$ cat src/design/bsp_pkg.sv
// ----------------------------------------------------------------------------
// bsp_pkg
// Shared types and constants of the burst-estimate priority scheduler.
// ----------------------------------------------------------------------------
package bsp_pkg;

  localparam int unsigned PRI_W   = 3;
  localparam int unsigned BURST_W = 16;
  localparam int unsigned QUANT_W = 5;
  localparam int unsigned ALPHA_W = 9;
  localparam int unsigned CIDX_W  = 2;

  localparam logic [CIDX_W-1:0] CFG_ALPHA = 2'd0;
  localparam logic [CIDX_W-1:0] CFG_BASE  = 2'd1;

  localparam logic [1:0] ST_OTHER   = 2'd0;
  localparam logic [1:0] ST_RUNNING = 2'd1;
  localparam logic [1:0] ST_WAITING = 2'd2;

  localparam logic [ALPHA_W-1:0] ALPHA_RESET = 9'd243;
  localparam logic [ALPHA_W-1:0] ALPHA_ONE   = 9'd256;
  localparam logic signed [PRI_W-1:0] BASE_RESET = 3'sd1;

  localparam logic [BURST_W-1:0] EST_RESET   = 16'd5;
  localparam logic [QUANT_W-1:0] QUANT_RESET = 5'd20;

  // timer-expiry bands (estimate above threshold)
  localparam logic [BURST_W-1:0] EXP_HI  = 16'd25;
  localparam logic [BURST_W-1:0] EXP_MID = 16'd21;
  localparam logic [BURST_W-1:0] EXP_LO  = 16'd17;
  // I/O-return bands (estimate below threshold)
  localparam logic [BURST_W-1:0] IO_LO   = 16'd6;
  localparam logic [BURST_W-1:0] IO_HI   = 16'd11;

  localparam logic [QUANT_W-1:0] Q_BAND0 = 5'd10;
  localparam logic [QUANT_W-1:0] Q_BAND1 = 5'd18;
  localparam logic [QUANT_W-1:0] Q_BAND2 = 5'd25;
  localparam logic [QUANT_W-1:0] Q_BAND3 = 5'd22;
  localparam logic [QUANT_W-1:0] Q_BAND4 = 5'd18;

  localparam logic signed [PRI_W-1:0] P_BAND0 = -3'sd1;
  localparam logic signed [PRI_W-1:0] P_BAND1 = 3'sd0;
  localparam logic signed [PRI_W-1:0] P_BAND2 = 3'sd1;
  localparam logic signed [PRI_W-1:0] P_BAND3 = 3'sd2;
  localparam logic signed [PRI_W-1:0] P_BAND4 = 3'sd3;

  typedef enum logic [7:0] {
    S_IDLE  = 8'b0000_0001,
    S_EST   = 8'b0000_0010,
    S_BAND  = 8'b0000_0100,
    S_CMP   = 8'b0000_1000,
    S_PLACE = 8'b0001_0000,
    S_FRONT = 8'b0010_0000,
    S_POP   = 8'b0100_0000,
    S_DONE  = 8'b1000_0000
  } state_e;

endpackage

$ cat src/design/burst_estimate_priority_scheduler.sv
// ----------------------------------------------------------------------------
// burst_estimate_priority_scheduler
// Ready-queue scheduler with a shared exponentially averaged burst estimate.
// ----------------------------------------------------------------------------
// channel   direction  payload
// s_axis    in         tuser: operation; tdata: pid, status, never_ran, burst, pri, timer
// m_axis    out        tdata: assigned_pri, valid, pid, quantum, restart, drop, idle
// cfg       in         cfg_index_i, cfg_data_i (0 alpha weight, 1 first-run priority)
//
// One event at a time; input is ready only in S_IDLE. An insert passes S_EST, S_BAND,
// S_CMP once per RAM read and compare while walking from the tail (each shifted entry,
// plus the one that stops the walk; none on an empty queue), S_PLACE and S_DONE; a dropped
// insert skips S_CMP and S_PLACE. Dispatch: CPU idle S_FRONT, S_POP, S_DONE (no S_POP
// on an empty queue); busy, no expiry S_DONE; with expiry the reinsert, then as idle.
// The queue is a circular buffer in RAM; no clearing pass after reset.
// Results go to an output register; while it stalls, the next result waits in S_DONE.
module burst_estimate_priority_scheduler #(
  parameter int unsigned QUEUE_DEPTH = 16,
  parameter int unsigned PID_BITS    = 8
) (
  input  logic                   clk_i,
  input  logic                   rst_ni,
  input  logic                   s_axis_tvalid,
  output logic                   s_axis_tready,
  input  logic                   s_axis_tuser,   // operation
  // pid, status[2], never_ran, last_burst[16], current_priority[3], timer_expired
  input  logic [((PID_BITS+23+7)/8)*8-1:0] s_axis_tdata,
  output logic                   m_axis_tvalid,
  input  logic                   m_axis_tready,
  // assigned_priority[3], dispatched_valid, dispatched_pid, quantum[5],
  // timer_restart, queue_full_drop, idle
  output logic [((PID_BITS+14+7)/8)*8-1:0] m_axis_tdata,
  input  logic                   cfg_valid_i,
  output logic                   cfg_ready_o,
  input  logic [bsp_pkg::CIDX_W-1:0]  cfg_index_i,
  input  logic [bsp_pkg::ALPHA_W-1:0] cfg_data_i
);

  localparam int unsigned IDX_W = $clog2(QUEUE_DEPTH > 1 ? QUEUE_DEPTH : 2);
  localparam int unsigned CNT_W = $clog2(QUEUE_DEPTH + 1);
  localparam int unsigned ENT_W = PID_BITS + bsp_pkg::PRI_W;
  localparam int unsigned OUT_W = ((PID_BITS + 14 + 7) / 8) * 8;
  localparam int unsigned PROD_W = 25;
  localparam int unsigned SUM_W  = 26;

  typedef logic signed [bsp_pkg::PRI_W-1:0] pri_t;

  bsp_pkg::state_e state_q, state_d;

  logic [bsp_pkg::ALPHA_W-1:0] alpha_q;
  pri_t                        base_q;
  logic [bsp_pkg::BURST_W-1:0] est_q, est_d;
  logic [bsp_pkg::QUANT_W-1:0] qv_q, qv_d;
  logic                        busy_q, busy_d;
  logic [PID_BITS-1:0]         run_q, run_d;
  logic [CNT_W-1:0]            count_q, count_d;
  logic [IDX_W-1:0]            head_q, head_d;
  logic [CNT_W-1:0]            k_q, k_d;

  // event fields
  logic                        disp_q, disp_d;
  logic [PID_BITS-1:0]         pid_q, pid_d;
  logic [1:0]                  stat_q, stat_d;
  logic                        timer_q, timer_d;
  logic                        burst_nz_q, burst_nz_d;
  pri_t                        pri_q, pri_d;
  logic [PROD_W-1:0]           prod_q, prod_d;
  logic [bsp_pkg::ALPHA_W-1:0] w_q, w_d;

  // result
  pri_t                        r_pri_q, r_pri_d;
  logic                        r_val_q, r_val_d;
  logic [PID_BITS-1:0]         r_pid_q, r_pid_d;
  logic [bsp_pkg::QUANT_W-1:0] r_qnt_q, r_qnt_d;
  logic                        r_rst_q, r_rst_d;
  logic                        r_drop_q, r_drop_d;
  logic                        r_idle_q, r_idle_d;
  logic                        ovld_q, ovld_d;
  logic [OUT_W-1:0]            out_q;

  logic                        we;
  logic [IDX_W-1:0]            waddr, raddr;
  logic [ENT_W-1:0]            wdata, rdata;
  pri_t                        rd_pri;

  function automatic logic [IDX_W-1:0] phys(input logic [IDX_W-1:0] h,
                                            input logic [CNT_W-1:0] k);
    logic [CNT_W+1:0] s;
    s = (CNT_W+2)'(h) + (CNT_W+2)'(k);
    if (s >= (CNT_W+2)'(QUEUE_DEPTH)) begin
      s = s - (CNT_W+2)'(QUEUE_DEPTH);
    end
    return s[IDX_W-1:0];
  endfunction

  bsp_ram #(.WIDTH(ENT_W), .DEPTH(QUEUE_DEPTH)) u_ram (
    .clk_i   (clk_i),
    .we_i    (we),
    .waddr_i (waddr),
    .wdata_i (wdata),
    .raddr_i (raddr),
    .rdata_o (rdata)
  );

  assign rd_pri        = rdata[bsp_pkg::PRI_W-1:0];
  assign cfg_ready_o   = 1'b1;
  assign s_axis_tready = (state_q == bsp_pkg::S_IDLE);
  assign m_axis_tvalid = ovld_q;
  assign m_axis_tdata  = out_q;

  always_comb begin
    logic [SUM_W-1:0]            sum;
    logic [bsp_pkg::ALPHA_W:0]   wc;
    logic [bsp_pkg::ALPHA_W-1:0] wsat;
    logic                        ins;
    logic [1:0]                  st;
    pri_t                        p;
    state_d = state_q;
    est_d = est_q;   qv_d = qv_q;   busy_d = busy_q;  run_d = run_q;
    count_d = count_q; head_d = head_q; k_d = k_q;
    disp_d = disp_q; pid_d = pid_q; stat_d = stat_q; timer_d = timer_q;
    burst_nz_d = burst_nz_q; pri_d = pri_q; prod_d = prod_q; w_d = w_q;
    r_pri_d = r_pri_q; r_val_d = r_val_q; r_pid_d = r_pid_q; r_qnt_d = r_qnt_q;
    r_rst_d = r_rst_q; r_drop_d = r_drop_q; r_idle_d = r_idle_q;
    ovld_d = ovld_q && !m_axis_tready;
    we = 1'b0;
    waddr = phys(head_q, k_q);
    wdata = {pid_q, pri_q};
    raddr = head_q;
    sum = '0;
    wc = '0;
    wsat = (alpha_q > bsp_pkg::ALPHA_ONE) ? bsp_pkg::ALPHA_ONE : alpha_q;
    ins = 1'b0;
    st = 2'd0;
    p = '0;

    case (state_q)
      bsp_pkg::S_IDLE: begin
        if (s_axis_tvalid) begin
          st = s_axis_tdata[PID_BITS +: 2];
          if (st == 2'd3) begin
            st = bsp_pkg::ST_OTHER;
          end
          p = s_axis_tdata[PID_BITS+19 +: 3];
          if (s_axis_tdata[PID_BITS+2]) begin
            p = base_q;
          end
          disp_d = s_axis_tuser;
          ins = !s_axis_tuser || (busy_q && s_axis_tdata[PID_BITS+22]);
          pid_d = s_axis_tuser ? run_q : s_axis_tdata[PID_BITS-1:0];
          stat_d = s_axis_tuser ? bsp_pkg::ST_RUNNING : st;
          timer_d = s_axis_tuser ? 1'b1 : s_axis_tdata[PID_BITS+22];
          burst_nz_d = (s_axis_tdata[PID_BITS+3 +: 16] != '0);
          pri_d = p;
          w_d = wsat;
          prod_d = PROD_W'(wsat) * PROD_W'(s_axis_tdata[PID_BITS+3 +: 16]);
          r_pri_d = '0; r_val_d = 1'b0; r_pid_d = '0; r_qnt_d = '0;
          r_rst_d = 1'b0; r_drop_d = 1'b0; r_idle_d = 1'b0;
          if (ins) begin
            state_d = bsp_pkg::S_EST;
          end else if (s_axis_tuser && busy_q) begin
            r_val_d = 1'b1;
            r_pid_d = run_q;
            r_qnt_d = qv_q;
            state_d = bsp_pkg::S_DONE;
          end else begin
            state_d = bsp_pkg::S_FRONT;
          end
        end
      end
      bsp_pkg::S_EST: begin
        wc = (bsp_pkg::ALPHA_W+1)'(bsp_pkg::ALPHA_ONE) - (bsp_pkg::ALPHA_W+1)'(w_q);
        sum = SUM_W'(prod_q) + SUM_W'(wc) * SUM_W'(est_q) + SUM_W'(255);
        if (burst_nz_q && ((stat_q == bsp_pkg::ST_RUNNING && timer_q) ||
                           stat_q == bsp_pkg::ST_WAITING)) begin
          est_d = sum[8 +: bsp_pkg::BURST_W];
        end
        state_d = bsp_pkg::S_BAND;
      end
      bsp_pkg::S_BAND: begin
        p = pri_q;
        if (stat_q == bsp_pkg::ST_RUNNING && timer_q) begin
          if (est_q > bsp_pkg::EXP_HI) begin
            qv_d = bsp_pkg::Q_BAND4; p = bsp_pkg::P_BAND4;
          end else if (est_q > bsp_pkg::EXP_MID) begin
            qv_d = bsp_pkg::Q_BAND3; p = bsp_pkg::P_BAND3;
          end else if (est_q > bsp_pkg::EXP_LO) begin
            qv_d = bsp_pkg::Q_BAND2; p = bsp_pkg::P_BAND2;
          end else if (p < bsp_pkg::P_BAND4) begin
            p = p + 3'sd1;
          end
        end else if (stat_q == bsp_pkg::ST_WAITING) begin
          if (est_q < bsp_pkg::IO_LO) begin
            qv_d = bsp_pkg::Q_BAND1; p = bsp_pkg::P_BAND0;
          end else if (est_q < bsp_pkg::IO_HI) begin
            qv_d = bsp_pkg::Q_BAND0; p = bsp_pkg::P_BAND1;
          end else if (p > bsp_pkg::P_BAND0) begin
            p = p - 3'sd1;
          end
        end
        pri_d = p;
        r_pri_d = p;
        k_d = count_q;
        if (count_q >= CNT_W'(QUEUE_DEPTH)) begin
          r_drop_d = 1'b1;
          state_d = disp_q ? bsp_pkg::S_FRONT : bsp_pkg::S_DONE;
        end else if (count_q == '0) begin
          state_d = bsp_pkg::S_PLACE;
        end else begin
          raddr = phys(head_q, count_q - CNT_W'(1));
          state_d = bsp_pkg::S_CMP;
        end
      end
      bsp_pkg::S_CMP: begin
        // shift the tail entry up while it ranks behind the new one
        if (rd_pri > pri_q) begin
          we = 1'b1;
          wdata = rdata;
          k_d = k_q - CNT_W'(1);
          if (k_q == CNT_W'(1)) begin
            state_d = bsp_pkg::S_PLACE;
          end else begin
            raddr = phys(head_q, k_q - CNT_W'(2));
          end
        end else begin
          state_d = bsp_pkg::S_PLACE;
        end
      end
      bsp_pkg::S_PLACE: begin
        we = 1'b1;
        count_d = count_q + CNT_W'(1);
        state_d = disp_q ? bsp_pkg::S_FRONT : bsp_pkg::S_DONE;
      end
      bsp_pkg::S_FRONT: begin
        raddr = head_q;
        if (count_q == '0) begin
          busy_d = 1'b0;
          r_idle_d = 1'b1;
          state_d = bsp_pkg::S_DONE;
        end else begin
          state_d = bsp_pkg::S_POP;
        end
      end
      bsp_pkg::S_POP: begin
        run_d = rdata[bsp_pkg::PRI_W +: PID_BITS];
        head_d = (head_q == IDX_W'(QUEUE_DEPTH - 1)) ? '0 : head_q + IDX_W'(1);
        count_d = count_q - CNT_W'(1);
        busy_d = 1'b1;
        r_val_d = 1'b1;
        r_pid_d = rdata[bsp_pkg::PRI_W +: PID_BITS];
        r_qnt_d = qv_q;
        r_rst_d = 1'b1;
        state_d = bsp_pkg::S_DONE;
      end
      bsp_pkg::S_DONE: begin
        if (!ovld_q || m_axis_tready) begin
          ovld_d = 1'b1;
          state_d = bsp_pkg::S_IDLE;
        end
      end
      default: begin
        state_d = bsp_pkg::S_IDLE;
      end
    endcase
  end

  // in S_DONE the result registers hold the new result while out_q drains
  always_ff @(posedge clk_i or negedge rst_ni) begin
    if (!rst_ni) begin
      state_q <= bsp_pkg::S_IDLE;
      alpha_q <= bsp_pkg::ALPHA_RESET;
      base_q  <= bsp_pkg::BASE_RESET;
      est_q   <= bsp_pkg::EST_RESET;
      qv_q    <= bsp_pkg::QUANT_RESET;
      busy_q  <= 1'b0;
      run_q   <= '0;
      count_q <= '0;
      head_q  <= '0;
      ovld_q  <= 1'b0;
    end else begin
      state_q <= state_d;
      est_q   <= est_d;
      qv_q    <= qv_d;
      busy_q  <= busy_d;
      run_q   <= run_d;
      count_q <= count_d;
      head_q  <= head_d;
      ovld_q  <= ovld_d;
      if (cfg_valid_i) begin
        if (cfg_index_i == bsp_pkg::CFG_ALPHA) begin
          alpha_q <= cfg_data_i;
        end else if (cfg_index_i == bsp_pkg::CFG_BASE) begin
          base_q <= cfg_data_i[bsp_pkg::PRI_W-1:0];
        end
      end
    end
  end

  always_ff @(posedge clk_i) begin
    k_q <= k_d;
    disp_q <= disp_d;  pid_q <= pid_d;  stat_q <= stat_d;  timer_q <= timer_d;
    burst_nz_q <= burst_nz_d;  pri_q <= pri_d;  prod_q <= prod_d;  w_q <= w_d;
    r_pri_q <= r_pri_d;  r_val_q <= r_val_d;  r_pid_q <= r_pid_d;
    r_qnt_q <= r_qnt_d;  r_rst_q <= r_rst_d;  r_drop_q <= r_drop_d;
    r_idle_q <= r_idle_d;
    // keep the delivered result stable until it is taken
    if (state_q == bsp_pkg::S_DONE && (!ovld_q || m_axis_tready)) begin
      out_q <= OUT_W'({r_idle_q, r_drop_q, r_rst_q, r_qnt_q, r_pid_q, r_val_q, r_pri_q});
    end
  end

endmodule

$ cat src/design/bsp_ram.sv
// ----------------------------------------------------------------------------
// bsp_ram
// Generic single-write, single-read RAM with registered read data.
// ----------------------------------------------------------------------------
module bsp_ram #(
  parameter int unsigned WIDTH = 11,
  parameter int unsigned DEPTH = 16
) (
  input  logic                             clk_i,
  input  logic                             we_i,
  input  logic [$clog2(DEPTH > 1 ? DEPTH : 2)-1:0] waddr_i,
  input  logic [WIDTH-1:0]                 wdata_i,
  input  logic [$clog2(DEPTH > 1 ? DEPTH : 2)-1:0] raddr_i,
  output logic [WIDTH-1:0]                 rdata_o
);

  logic [WIDTH-1:0] mem [DEPTH];

  always_ff @(posedge clk_i) begin
    if (we_i) begin
      mem[waddr_i] <= wdata_i;
    end
    rdata_o <= mem[raddr_i];
  end

endmodule

$ cat config.mk
export PLATFORM = sky130hd
export DESIGN_NAME = burst_estimate_priority_scheduler
export DESIGN_NICKNAME = d
export VERILOG_FILES = /design/src/design/bsp_pkg.sv /design/src/design/burst_estimate_priority_scheduler.sv /design/src/design/bsp_ram.sv
export SDC_FILE = /design/constraint.sdc
export NUM_CORES = 1
export LEC_CHECK = 0
export BUFFER_PORTS_ARGS = -buffer_cell sky130_fd_sc_hd__buf_2
export CAP_MARGIN = 20
export CELL_PAD_IN_SITES_DETAIL_PLACEMENT = 1
export CELL_PAD_IN_SITES_GLOBAL_PLACEMENT = 2
export CORE_MARGIN = 10
export CORE_UTILIZATION = 46
export DETAILED_ROUTE_END_ITERATION = 6
export PLACE_DENSITY_LB_ADDON = 0.1
export SYNTH_ARGS = -nofsm -noshare
export SYNTH_HDL_FRONTEND = slang
export SYNTH_SLANG_ARGS = --single-unit
$ cat constraint.sdc
create_clock -name clk_i -period 10.3 [get_ports clk_i]
set_clock_uncertainty 0.2 [all_clocks]
set_input_delay 0.515 -clock clk_i [delete_from_list [all_inputs] [get_ports clk_i]]
set_output_delay 0.515 -clock clk_i [all_outputs]
set_load 0.01 [all_outputs]
# After elaboration in Yosys (flattened, before gate mapping)
# Memory sizes are Yosys's and may differ from the RTL's. A register that Yosys moved wholly into a read port is not among the register bits.
# Cells that the tools add are included.
[classes]
shifts = 0
addsub = 16
reduce_logical = 36
bitwise = 1
eq_ne = 21
multipliers = 2
order_cmp = 13
n_div = 0
muxes = 75
[op_table]
columns = ["cell", "n"]
rows = [
  ["$mux 8", 13],
  ["$pmux 8 s8", 1],
  ["$mux 5", 12],
  ["$gt 16x5->1 const B", 3],
  ["$mux 3", 12],
  ["$mux 4", 8],
  ["$pmux 5 s2", 3],
  ["$add 24x24->24", 1],
  ["$add 24x8->24 const B", 1],
  ["$mul 10x16->24", 1],
  ["$mul 9x16->24", 1],
  ["$mux 11", 2],
  ["$add 4x5->6", 3],
  ["$ge 6x5->1 const B", 3],
  ["$lt 16x3->1 const B", 1],
  ["$lt 16x4->1 const B", 1],
  ["$pmux 8 s2", 1],
  ["$reduce_bool 16->1", 1],
  ["$reduce_and 2->1", 7],
  ["$reduce_bool 2->1", 7],
  ["$mux 1", 13],
  ["$pmux 1 s2", 6],
  ["$pmux 3 s2", 2],
  ["$reduce_and 3->1", 4],
  ["39 further kinds", 57],
]
[word_totals]
mem_bits_ro = 0
n_memories = 1
ramBits = 176
latch_bits = 0
inputBits = 49
out_inout_bits = 27
regBits = 154
[memory_table]
columns = ["name", "words", "word_bits", "read_ports", "rd_ports_with_merged_regs", "wr", "line", "rtl"]
rows = [
  ["u_ram.mem", 16, 11, 1, 1, 1, "bsp_ram.sv:17", "logic [WIDTH-1:0] mem [DEPTH];"],
]

# Logic depth before layout (Yosys ltp)
# Gate-level depths: netlist of the first run.
[logic_depth]
word_depth = 7
ltp_mapped = 28

# Cells and area by module
# A second synthesis of the first run with hierarchy kept.
[unflattened]
cells_unflattened = 2052
area_unflattened_um2 = 23831.6
[modules_own_cells]
columns = ["module", "cells_per_inst", "n_inst", "area_each_um2"]
rows = [
  ["burst_estimate_priority_scheduler", 1747, 1, 16833.6],
  ["bsp_ram", 305, 1, 6998.0],
]

# Least setup slack after synthesis of the first run
# No wires, ideal clock.
[synth_path]
path_kind = "reg-to-reg"
from = "reg w_q[0] in the netlist's numbering"
to = "reg est_q[13] in the netlist's numbering"
stages_incl_launch_ff = 27
setup_slack_ps = 3549
arrival_ps = 6416
period_less_slack_ps = 6751
required_time_ps = 9965
path_buffers = 3
cell_sequence = "edfxtp_1 > clkbuf_1 > clkbuf_1 > inv_1 > ha_1 > inv_1 > nor2_1 > xnor2_1 > clkbuf_1 > nand2_1 > fa_1 > inv_1 > fa_1 > fa_1 > fa_1 > inv_1 > fa_1 > inv_1 > ha_1 > o21a_1 > o21ai_0 > a221o_1 > o311a_1 > o211ai_1 > a21oi_1 > xor2_1 > o21ai_0"
[synth_between]
elab_chain_cells = 4
[synth_lines]
columns = ["item", "line", "rtl"]
rows = [
  ["start, declared", "burst_estimate_priority_scheduler.sv:68", "logic [bsp_pkg::ALPHA_W-1:0] w_q, w_d;"],
  ["start signal, assigned", "burst_estimate_priority_scheduler.sv:302", "burst_nz_q <= burst_nz_d; pri_q <= pri_d; prod_q <= prod_d; w_q <= w_d;"],
  ["$sub 9x9->10", "burst_estimate_priority_scheduler.sv:172", "wc = (bsp_pkg::ALPHA_W+1)'(bsp_pkg::ALPHA_ONE) - (bsp_pkg::ALPHA_W+1)'(w_q);"],
  ["$mul 10x16->24", "burst_estimate_priority_scheduler.sv:173", "sum = SUM_W'(prod_q) + SUM_W'(wc) * SUM_W'(est_q) + SUM_W'(255);"],
  ["$add 24x24->24", "burst_estimate_priority_scheduler.sv:173", ""],
  ["$add 24x8->24", "burst_estimate_priority_scheduler.sv:173", ""],
  ["end signal, assigned", "burst_estimate_priority_scheduler.sv:273", "est_q <= bsp_pkg::EST_RESET;"],
  ["end signal, assigned", "burst_estimate_priority_scheduler.sv:282", "est_q <= est_d;"],
  ["end, declared", "burst_estimate_priority_scheduler.sv:52", "logic [bsp_pkg::BURST_W-1:0] est_q, est_d;"],
]
# Every way passes these cells.
# A chain may end at the register's enable or synchronous reset.

# Worst setup path after layout of the first run
[layout_path]
from = "reg w_q[4] in the netlist's numbering"
to = "reg est_q[15] in the netlist's numbering"
# The elaborated chain is that of the path after synthesis.

==> results.sh, run 1 <==
export IMPL_met1_length_um=30730
export IMPL_die_x_um=250.2
export IMPL_hp_class="in -> reg"
export IMPL_fillers=5691
export IMPL_wl_met2_um=29220
export IMPL_top_layer="met4"
export IMPL_yosysWarnings=0
export IMPL_first_pass_iters=6
export IMPL_grt_pass1_wl_um=102200
export IMPL_fmax_ghz=0.1366
export IMPL_fin_crit_sh=0.7108
export IMPL_antenna_found_initial=0
export IMPL_start_util=0.4638
export IMPL_ys_flop_type="edfxtp_1"
export IMPL_r2r_cells=21
export IMPL_finalSetupViolCount=0
export IMPL_yosysSeqAreaShare=0.4039
export IMPL_max_cap_viol_count=0
export IMPL_ant_nets=0
export IMPL_grt_pass1_vias=18060
export IMPL_r2r_slack_ns=2.98
export IMPL_via_per_inst=5.459
export IMPL_finalHoldViolations=0
export IMPL_required_ns=10.54
export IMPL_gr_usage_all_layers=0.2048
export IMPL_dp_hpwl_um=45920
export IMPL_arrival_ns=7.56
export IMPL_reg2reg_to="est_q[15]"
export IMPL_wl_per_cell_um=21.08
export IMPL_syn2layout_area_growth_pct=9.799
export IMPL_core_area_mm2=0.05255
export IMPL_ys_ff_latch=341
export IMPL_multiInputGateArea_mm2=0.01280
export IMPL_place_gp_congestion=0.8186
export IMPL_numPortBuffers=69
export IMPL_routed_wl_um=63440
export IMPL_root_buffer="clkbuf_16"
export IMPL_rows=84
export IMPL_grt_max_degree=61
export IMPL_final_nets=2701
export IMPL_path_max_fanout=15
export IMPL_whs_endpoint="pid_q[2]"
export IMPL_layout_min_cycle_time_ns=7.321
export IMPL_rsz0062_at_grt="false"
export IMPL_ctsResizeCount=0
export IMPL_seqCellArea_mm2=0.009844
export IMPL_antennaDiodeCount=0
export IMPL_finalHoldWorstSlack_ns=0.04834
export IMPL_synthesis_instances=2248
export IMPL_timing_setup_critical_path_class="reg -> reg"
export IMPL_endpoint_kind="flip-flop"
export IMPL_tns_ns=0
export IMPL_insertion_delay_ns=0.58
export IMPL_clkSinkCount=341
export IMPL_synth_edf_count=270
export IMPL_overflow=0
export IMPL_synth_async_sr_flop_share=0.1760
export IMPL_outcome="finished, final reports clean"
export IMPL_cts_reportedPaths_clkPinSlew_ns=0.06
export IMPL_r2r_start="w_q[4]"
export IMPL_drv_slew=0
export IMPL_post_cts_setup_buffers=0
export IMPL_cts_max_path_buffers=3
export IMPL_hold_depth=2
export IMPL_drcViolationCount=0
export IMPL_ys_types=82
export IMPL_cts_made_buffers=39
export IMPL_worst_pin_slew_ns=1.056
export IMPL_drive_above_1_share=0.1090
export IMPL_slew_headroom=0.2931
export IMPL_design_die_area_mm2=0.06260
export IMPL_cts_tree="done"
export IMPL_vias=16430
export IMPL_boundaryPins=76
export IMPL_syn_avg_cell_area_um2=10.84
export IMPL_syn_cell_area_mm2=0.02437
export IMPL_wl_met3_um=2653
export IMPL_worstSetupStartpointType="flip-flop"
export IMPL_htreeDepth=2
export IMPL_die_h_um=250.2
export IMPL_hold_start="s_axis_tdata[2]"
export IMPL_drt_iter0_drc=939
[per-layer routing]
layer  global-route usage  up-vias
li1                     -     7524
met1               0.2976     8525
met2               0.3225      321
met3              0.02891       62
met4              0.03890        0
met5                    0        -
[placed cells by master, fill, tap and decap left out, types with 6 or more instances in the layout]
| cell | count |
|---|---|
| a22oi_1 | 11 |
| nand2_1 | 331 |
| xor2_1 | 23 |
| xnor2_1 | 48 |
| a21oi_1 | 35 |
| buf_2 | 69 |
| nand4_1 | 61 |
| nor3_1 | 16 |
| edfxtp_1 | 270 |
| nor2_1 | 61 |
| dfxtp_1 | 11 |
| o21ai_1 | 6 |
| o21ai_0 | 89 |
| dfrtp_1 | 48 |
| ha_1 | 117 |
| or3_1 | 8 |
| o211a_1 | 12 |
| a211oi_1 | 8 |
| nor4_1 | 15 |
| dlygate4sd3_1 | 7 |
| buf_4 | 36 |
| clkbuf_16 | 39 |
| inv_1 | 331 |
| a21o_1 | 12 |
| and2_1 | 92 |
| fa_1 | 240 |
| clkbuf_1 | 8 |
| dfstp_2 | 12 |
| nor2b_1 | 28 |
| mux2_2 | 32 |
| a32o_1 | 11 |
| nand3_1 | 57 |
| mux2i_1 | 27 |
| nor3_2 | 12 |
[kinds of logic (layout without fill, tap and decap cells)]
group / after synthesis / after routing / share of synthesized area
AND/OR/NAND/NOR: 726 / 726 / 0.1471
buffers and inverters: 450 / 521 / 0.07335
AO/OA/AOI/OAI: 240 / 240 / 0.06612
adder cells (fa/ha/maj): 357 / 357 / 0.2572
other: 2 / 5 / 0.0003081
multiplexers: 59 / 59 / 0.02587
XOR/XNOR: 73 / 73 / 0.02623
flip-flops: 341 / 341 / 0.4039
[cells in the mapped netlist (4+ instances only)]
cell type  number  share of area
nand3_1        57          0.012
a21oi_1        35         0.0072
a211oi_1        8         0.0025
and3_1          6         0.0015
mux2i_1        27          0.011
buf_4           8         0.0025
mux2_2         32          0.015
o21bai_1        5         0.0015
o21ai_0        92          0.019
or4_1           5         0.0015
and2_1         92          0.024
a31oi_1         4         0.0010
dfrtp_1        48          0.049
inv_1         332          0.051
or2_2           4         0.0010
nand2b_1        5         0.0013
o21a_1          5         0.0015
dfstp_2        12          0.013
a22oi_1        11         0.0034
a32o_1         11         0.0045
nand3b_1        5         0.0015
o211a_1        12         0.0049
or3_1           8         0.0021
nor3_2         12         0.0049
nor4_1         15         0.0038
buf_1          11         0.0017
xor2_1         25         0.0090
buf_2          17         0.0035
nor3b_1         4         0.0012
clkbuf_1       75          0.012
nand2_1       331          0.051
o31ai_1         5         0.0015
nor3_1         16         0.0033
a21o_1         12         0.0037
nor2_1         61         0.0094
fa_1          240           0.20
ha_1          117          0.060
nor2b_1        30         0.0077
nand4_1        61          0.016
edfxtp_1      270           0.33
xnor2_1        48          0.017
buf_6           4         0.0018
dfxtp_1        11         0.0090
o211ai_1        4         0.0012
[metrics by stage]
step                      utilization  setup slack, ns  cells  area, µm²
after floorplan                     -            3.549   2251      24390
after global placement         0.4823            3.144   2923      25340
after detailed placement       0.4830            2.974   2926      25380
after CTS                      0.5071            2.949   3001      26650
after global routing           0.5093            2.512   3010      26760
final                          0.5093            2.979   3010      26760
[what timing repair did]
item	CTS	global route
hold buffers	7	0
endpoints found under the hold margin	32	0
setup endpoints to repair	0	0
[critical path, stage by stage, from the launching register on]
cell	delay, ns
edfxtp_1	0.45
or4_1	0.62
nor4_1	0.39
a21boi_0	0.18
buf_4	0.22
and2_1	0.19
fa_1	0.51
fa_1	0.52
fa_1	0.54
fa_1	0.54
inv_1	0.05
fa_1	0.52
inv_1	0.04
ha_1	0.37
a21o_1	0.22
a21oi_1	0.37
a221o_1	0.22
o311a_1	0.34
o211ai_1	0.17
a31oi_1	0.25
xnor2_1	0.15
o21ai_0	0.10
[final cells by class]
| cell class | instances | share of cell area |
|---|---|---|
| clock inverters | 21 | 0.007106 |
| repair buffers | 120 | 0.03025 |
| multi-input cells | 1460 | 0.4784 |
| well taps | 688 | 0.03216 |
| flip-flops and latches | 341 | 0.3678 |
| inverters | 333 | 0.04670 |
| clock buffers | 47 | 0.03759 |
[state kept, by name, summed over array words and instances, names as in the netlist, 4 cells and up]
register / flops
u_ram.mem: 176
m_axis_tdata: 20
head_q: 4
pid_q: 8
w_q: 9
k_q: 5
qv_q: 5
run_q: 8
prod_q: 24
count_q: 5
r_qnt_q: 5
r_pid_q: 8
state_q: 8
u_ram.rdata_o: 11
est_q: 16
alpha_q: 9
[how the worst max path moves through the flow]
stage,from,endpoint,slack (ns),cells after the start
final,w_q[4],est_q[15],2.98,21
after global routing,w_q[0],est_q[15],2.51,23
after CTS,w_q[4],est_q[15],2.95,21
after detailed placement,w_q[4],est_q[15],2.97,21
after global placement,w_q[0],est_q[13],3.14,23
after floorplan,w_q[0],est_q[13],3.55,26
Power of run 1 is not shown: default switching activity piles up to over one toggle a cycle in this logic, so the estimate is an artifact.
==> run 2: changes to the inputs <==
--- a/config.mk
+++ b/config.mk
@@ -10,7 +10,7 @@
 export CELL_PAD_IN_SITES_DETAIL_PLACEMENT = 1
 export CELL_PAD_IN_SITES_GLOBAL_PLACEMENT = 2
 export CORE_MARGIN = 10
-export CORE_UTILIZATION = 46
+export CORE_UTILIZATION = 43
 export DETAILED_ROUTE_END_ITERATION = 6
 export PLACE_DENSITY_LB_ADDON = 0.1
 export SYNTH_ARGS = -nofsm -noshare
==> constraint.sdc (replaced) <==
create_clock -name clk_i -period 7.35 [get_ports clk_i]
set_clock_uncertainty 0.2 [all_clocks]
set_input_delay 0.3675 -clock clk_i [delete_from_list [all_inputs] [get_ports clk_i]]
set_output_delay 0.3675 -clock clk_i [all_outputs]
set_load 0.01 [all_outputs]
==> run 2 against run 1 <==
- count of clock-buffer cells in the layout grew 3
- flip-flop and latch count is the same
- final cell count grew 3.2%
- wire length barely moved
- critical path depth shrank 1
- sequential share of layout area decreased by 0.48 points
- global-route usage fell by 1.1 points
- utilization fell by 2.7 points
- hold slack worse by 0.020 ns
==> results.sh, run 2 (same netlist as run 1, synthesis figures left out) <==
export IMPL_ant_nets=0
export IMPL_die_x_um=258.1
export IMPL_fillers=6144
export IMPL_core_area_mm2=0.05628
export IMPL_r2r_start="w_q[4]"
export IMPL_start_util=0.4331
export IMPL_drcViolationCount=0
export IMPL_path_common_cell="fa_1"
export IMPL_tns_ns=0
export IMPL_clkSinkCount=341
export IMPL_post_cts_setup_buffers=0
export IMPL_dp_hpwl_um=46390
export IMPL_finalHoldViolations=0
export IMPL_overflow=0
export IMPL_layout_min_cycle_time_ns=6.890
export IMPL_grt_pass1_vias=18080
export IMPL_insertion_delay_ns=0.56
export IMPL_rsz0062_at_grt="false"
export IMPL_root_buffer="clkbuf_16"
export IMPL_critical_path_top_delay_family="adder cells"
export IMPL_met3_usage=0.02662
export IMPL_fmax_ghz=0.1451
export IMPL_boundaryPins=76
export IMPL_outcome="finished, final reports clean"
export IMPL_worstPathCellList="or4_1 -> nor4_2 -> a21boi_1 -> buf_4 -> and2_1 -> fa_1 -> fa_1 -> fa_1 -> fa_1 -> inv_1 -> fa_1 -> inv_1 -> ha_1 -> nor4_1 -> a221o_1 -> o311a_1 -> o211ai_1 -> a31oi_1 -> xnor2_1 -> o21ai_0"
export IMPL_endpoint_kind="flip-flop"
export IMPL_numPortBuffers=69
export IMPL_gr_usage_all_layers=0.1942
export IMPL_first_pass_iters=5
export IMPL_top_register="u_ram.mem"
export IMPL_hp_class="in -> reg"
export IMPL_required_ns=7.59
export IMPL_antennaDiodeCount=0
export IMPL_htreeDepth=2
export IMPL_vias=16380
export IMPL_final_nets=2726
export IMPL_largest_register_ffs=176
export IMPL_rows=87
export IMPL_cts_tree="done"
export IMPL_worst_pin_slew_ns=1.218
export IMPL_design_die_area_mm2=0.06661
export IMPL_wl_per_cell_um=20.43
export IMPL_layout_setup_ws_ns=0.4596
export IMPL_use_met1=0.2805
export IMPL_met2_usage=0.3072
export IMPL_hold_start="s_axis_tdata[28]"
export IMPL_arrival_ns=7.13
export IMPL_via_per_inst=5.271
export IMPL_grt_max_degree=61
export IMPL_cpPeakStageDelay_ns=0.60
export IMPL_syn2layout_area_growth_pct=11.26
export IMPL_finalSetupViolCount=0
export IMPL_fin_crit_sh=0.9375
export IMPL_place_gp_congestion=0.8111
export IMPL_crit_buf_inv=3
export IMPL_pre_cts_ws_ns=0.1365
export IMPL_cts_made_buffers=39
export IMPL_critical_path_slowest_cell="or4_1"
export IMPL_routed_wl_um=63490
export IMPL_slew_headroom=0.1845
export IMPL_drt_iter0_drc=1031
export IMPL_grt_pass1_wl_um=102400
export IMPL_cts_reportedPaths_clkPinSlew_ns=0.06
export IMPL_worstSetupStartpointType="flip-flop"
export IMPL_max_cap_viol_count=0
export IMPL_path_max_fanout=10
export IMPL_drv_slew=0
export IMPL_crit_start="w_q[4]"
export IMPL_timing_setup_critical_path_class="reg -> reg"
export IMPL_die_h_um=258.1
export IMPL_drive_above_1_share=0.1140
export IMPL_top_usage_layer="met2"
export IMPL_cts_max_path_buffers=3
export IMPL_antenna_found_initial=1
export IMPL_mostFrequentLayoutCells="inv_1 (331), nand2_1 (331), edfxtp_1 (270), fa_1 (240), ha_1 (117)"
-- run 2: changes by cell type in the layout (fill, tap and decap cells not counted), moves of 2 or more --
cell           before  now
clkbuf_8            0    3
dlygate4sd3_1       7   23
o21ai_0            89   92
inv_16              2    0
clkinv_1            5    7
clkinvlp_4          5    2
nor2b_1            28   26
o21ai_1             6    3
nor2b_2             2    4
buf_4              36   47
clkinv_2            3    6
-- run 2: per-layer routing --
layer | vias to the layer above | wire (µm)
li1 | 7589 | -
met1 | 8443 | 31120
met2 | 284 | 28930
met3 | 61 | 2494
met4 | 0 | 947
met5 | - | 0
-- run 2: worst paths after layout --
check / to / slack (ns) / cells past startpoint
worst max-delay path: est_q[15] / 0.46 / 20
worst min-delay path: pri_q[1] / 0.03 / 3
worst max register to register: est_q[15] / 0.46 / 20
worst min register to register: m_axis_tdata[13] / 0.22 / 0
max in group asynchronous: est_q[5] / 5.92 / 3
min in group asynchronous: m_axis_tvalid / 0.35 / 3
-- run 2: stage by stage --
step | hold slack [ns] | util | area, µm² | cells
global placement | 0.2022 | 0.4534 | 25520 | 3003
detailed placement | 0.2071 | 0.4537 | 25530 | 3005
CTS | 0.003506 | 0.4801 | 27020 | 3100
finish | 0.02864 | 0.4819 | 27120 | 3107
global route | 0.04482 | 0.4819 | 27120 | 3107
floorplan | -0.1281 | - | 24390 | 2251
-- run 2: what timing repair did --
action / 4_1_cts / 5_1_grt
hold buffers: 23 / 0
setup endpoints to repair: 0 / 6
gates resized for setup: 0 / 3
endpoints found under the hold margin: 72 / 0
-- run 2: worst reg2reg max path, cell delays in order (launching register included) --
cell,delay [ns]
edfxtp_1,0.42
or4_1,0.60
nor4_2,0.36
a21boi_1,0.25
buf_4,0.24
and2_1,0.18
fa_1,0.50
fa_1,0.52
fa_1,0.53
fa_1,0.55
inv_1,0.05
fa_1,0.54
inv_1,0.04
ha_1,0.22
nor4_1,0.37
a221o_1,0.21
o311a_1,0.34
o211ai_1,0.19
a31oi_1,0.23
xnor2_1,0.14
o21ai_0,0.09
-- run 2: cell type report --
class                           count  area [µm²]  share of cell area
Multi-Input combinational cell   1460       12810              0.4725
Inverter                          333        1250             0.04609
Clock inverter                     22       187.7            0.006921
Clock buffer                       50        1069             0.03940
Timing Repair Buffer              145        1008             0.03719
Sequential cell                   341        9844              0.3630
Tap cell                          756       945.9             0.03488
Power of run 2 is left out for the same reason.
==> run 3: changes to the inputs <==
--- a/config.mk
+++ b/config.mk
@@ -12,7 +12,7 @@
 export CORE_MARGIN = 10
 export CORE_UTILIZATION = 43
 export DETAILED_ROUTE_END_ITERATION = 6
-export PLACE_DENSITY_LB_ADDON = 0.1
+export PLACE_DENSITY_LB_ADDON = 0.2
 export SYNTH_ARGS = -nofsm -noshare
 export SYNTH_HDL_FRONTEND = slang
 export SYNTH_SLANG_ARGS = --single-unit
==> run 3 against run 2 <==
- setup slack lost 0.13 ns
- utilization grew 0.16 points
- non-clock buffer count shrank 3
- maximum frequency shrank 1.8%
- register-to-register slack lost 0.13 ns
- wire length shrank 0.47%
- final cell count is the same
- hold slack lost 0.0058 ns
- critical path type unchanged
- critical endpoint unchanged
==> results.sh, run 3 (same netlist as run 1, synthesis figures left out) <==
export IMPL_finalHoldViolations=0
export IMPL_grt_pass1_vias=18160
export IMPL_r2r_slack_ns=0.33
export IMPL_place_gp_congestion=0.8031
export IMPL_crit_buf_inv=5
export IMPL_finalSetupViolCount=0
export IMPL_path_common_cell="fa_1"
export IMPL_drcViolationCount=0
export IMPL_hp_class="in -> reg"
export IMPL_mostFrequentLayoutCells="inv_1 (331), nand2_1 (331), edfxtp_1 (270), fa_1 (240), ha_1 (117)"
export IMPL_worst_pin_slew_ns=1.114
export IMPL_dp_hpwl_um=46410
export IMPL_worstSetupStartpointType="flip-flop"
export IMPL_hold_depth=3
export IMPL_max_cap_viol_count=0
export IMPL_top_register="u_ram.mem"
export IMPL_ant_nets=0
export IMPL_via_per_inst=5.297
export IMPL_hold_start="s_axis_tdata[9]"
export IMPL_clkSinkCount=341
export IMPL_vias=16460
export IMPL_slew_headroom=0.2548
export IMPL_layout_min_cycle_time_ns=7.018
export IMPL_cts_tree="done"
export IMPL_start_util=0.4331
export IMPL_antenna_found_initial=1
export IMPL_insertion_delay_ns=0.58
export IMPL_numPortBuffers=69
export IMPL_path_max_fanout=9
export IMPL_endpoint_kind="flip-flop"
export IMPL_die_x_um=258.1
export IMPL_outcome="finished, final reports clean"
export IMPL_worstPathCellList="or4_1 -> nor2_1 -> xnor2_1 -> buf_4 -> nand2_1 -> fa_1 -> inv_1 -> fa_1 -> fa_1 -> fa_1 -> inv_1 -> fa_1 -> inv_1 -> ha_1 -> o21a_1 -> o21ai_0 -> buf_4 -> o311a_1 -> o211ai_1 -> a31oi_1 -> xnor2_1 -> o21ai_0"
export IMPL_antennaDiodeCount=0
export IMPL_first_pass_iters=4
export IMPL_htreeDepth=2
export IMPL_gr_usage_all_layers=0.1935
export IMPL_rsz0062_at_grt="false"
export IMPL_overflow=0
export IMPL_whs_endpoint="stat_q[0]"
export IMPL_largest_register_ffs=176
export IMPL_wl_per_cell_um=20.34
export IMPL_tns_ns=0
export IMPL_grt_max_degree=61
export IMPL_critical_path_top_delay_family="adder cells"
export IMPL_drv_slew=0
export IMPL_final_nets=2725
export IMPL_core_area_mm2=0.05628
export IMPL_cpPeakStageDelay_ns=0.63
export IMPL_critical_path_slowest_cell="or4_1"
export IMPL_rows=87
export IMPL_drive_above_1_share=0.1157
export IMPL_timing_setup_critical_path_class="reg -> reg"
export IMPL_r2r_cells=22
export IMPL_routed_wl_um=63190
export IMPL_required_ns=7.64
export IMPL_arrival_ns=7.31
export IMPL_fmax_ghz=0.1425
export IMPL_reg2reg_to="est_q[15]"
export IMPL_cts_max_path_buffers=3
export IMPL_design_die_area_mm2=0.06661
export IMPL_r2r_start="w_q[4]"
export IMPL_die_h_um=258.1
export IMPL_cts_made_buffers=41
export IMPL_drt_iter0_drc=916
export IMPL_grt_pass1_wl_um=102400
export IMPL_fin_crit_sh=0.9548
export IMPL_root_buffer="clkbuf_16"
export IMPL_boundaryPins=76
export IMPL_cts_reportedPaths_clkPinSlew_ns=0.06
export IMPL_syn2layout_area_growth_pct=11.62
run 3: cell count changes in the layout (fill, tap and decap cells not counted), sizes merged:
| cell | before | now |
|---|---|---|
| buf | 122 | 121 |
| clkbuf | 50 | 53 |
| inv | 335 | 336 |
| clkinvlp | 2 | 3 |
| dlygate4sd3 | 23 | 21 |
| clkinv | 16 | 14 |
run 3: worst max path at each step:
stage	from	endpoint	slack [ns]	cells past startpoint
global route	w_q[1]	est_q[15]	0.03	24
detailed placement	w_q[4]	est_q[15]	0.24	21
global placement	w_q[4]	est_q[15]	0.40	21
CTS	w_q[4]	est_q[15]	0.23	21
floorplan	w_q[0]	est_q[13]	0.60	26
finish	w_q[4]	est_q[15]	0.33	22
run 3: worst register-to-register path: stages, from the launching register on:
cell and delay [ns]:
edfxtp_1 0.42, or4_1 0.63, nor2_1 0.15, xnor2_1 0.44, buf_4 0.33, nand2_1 0.10, fa_1 0.57, inv_1 0.05
fa_1 0.47, fa_1 0.52, fa_1 0.55, inv_1 0.06, fa_1 0.54, inv_1 0.05, ha_1 0.32, o21a_1 0.13
o21ai_0 0.09, buf_4 0.17, o311a_1 0.42, o211ai_1 0.29, a31oi_1 0.15, xnor2_1 0.14, o21ai_0 0.17
run 3: area by class of cell:
class	instances	area (µm²)
timing repair buffer	142	978.4
sequential	341	9844
multi-input combinational	1460	12820
inverter	333	1250
clock buffer	53	1144
fill	6063	29070
clock inverter	22	226.5
tap	756	945.9
run 3: repair_timing:
| action | CTS | global route |
|---|---|---|
| setup endpoints to repair | 0 | 3 |
| setup buffers | 0 | 0 |
| endpoints found under the hold margin | 72 | 0 |
| resized for setup | 0 | 5 |
| hold buffers | 21 | 0 |
run 3: per-stage QoR:
stage	setup slack (ns)	instance area, µm²	hold WS [ns]	util	std cells
6_report	0.3321	27210	0.02282	0.4834	3107
5_1_grt	0.02613	27210	0.01879	0.4834	3107
4_1_cts	0.2295	27120	0.01369	0.4819	3102
3_5_place_dp	0.2426	25540	0.2061	0.4538	3006
3_3_place_gp	0.3955	25520	0.2019	0.4535	3005
2_1_floorplan	0.5985	24390	-0.1281	-	2251
run 3: metal layers:
metal  wire length [µm]  GRT usage
met2              29120     0.3113
met3               2669    0.03062
met4                936    0.03986
met5                  0          0
met1              30460     0.2731
Power of run 3 is left out for the same reason.
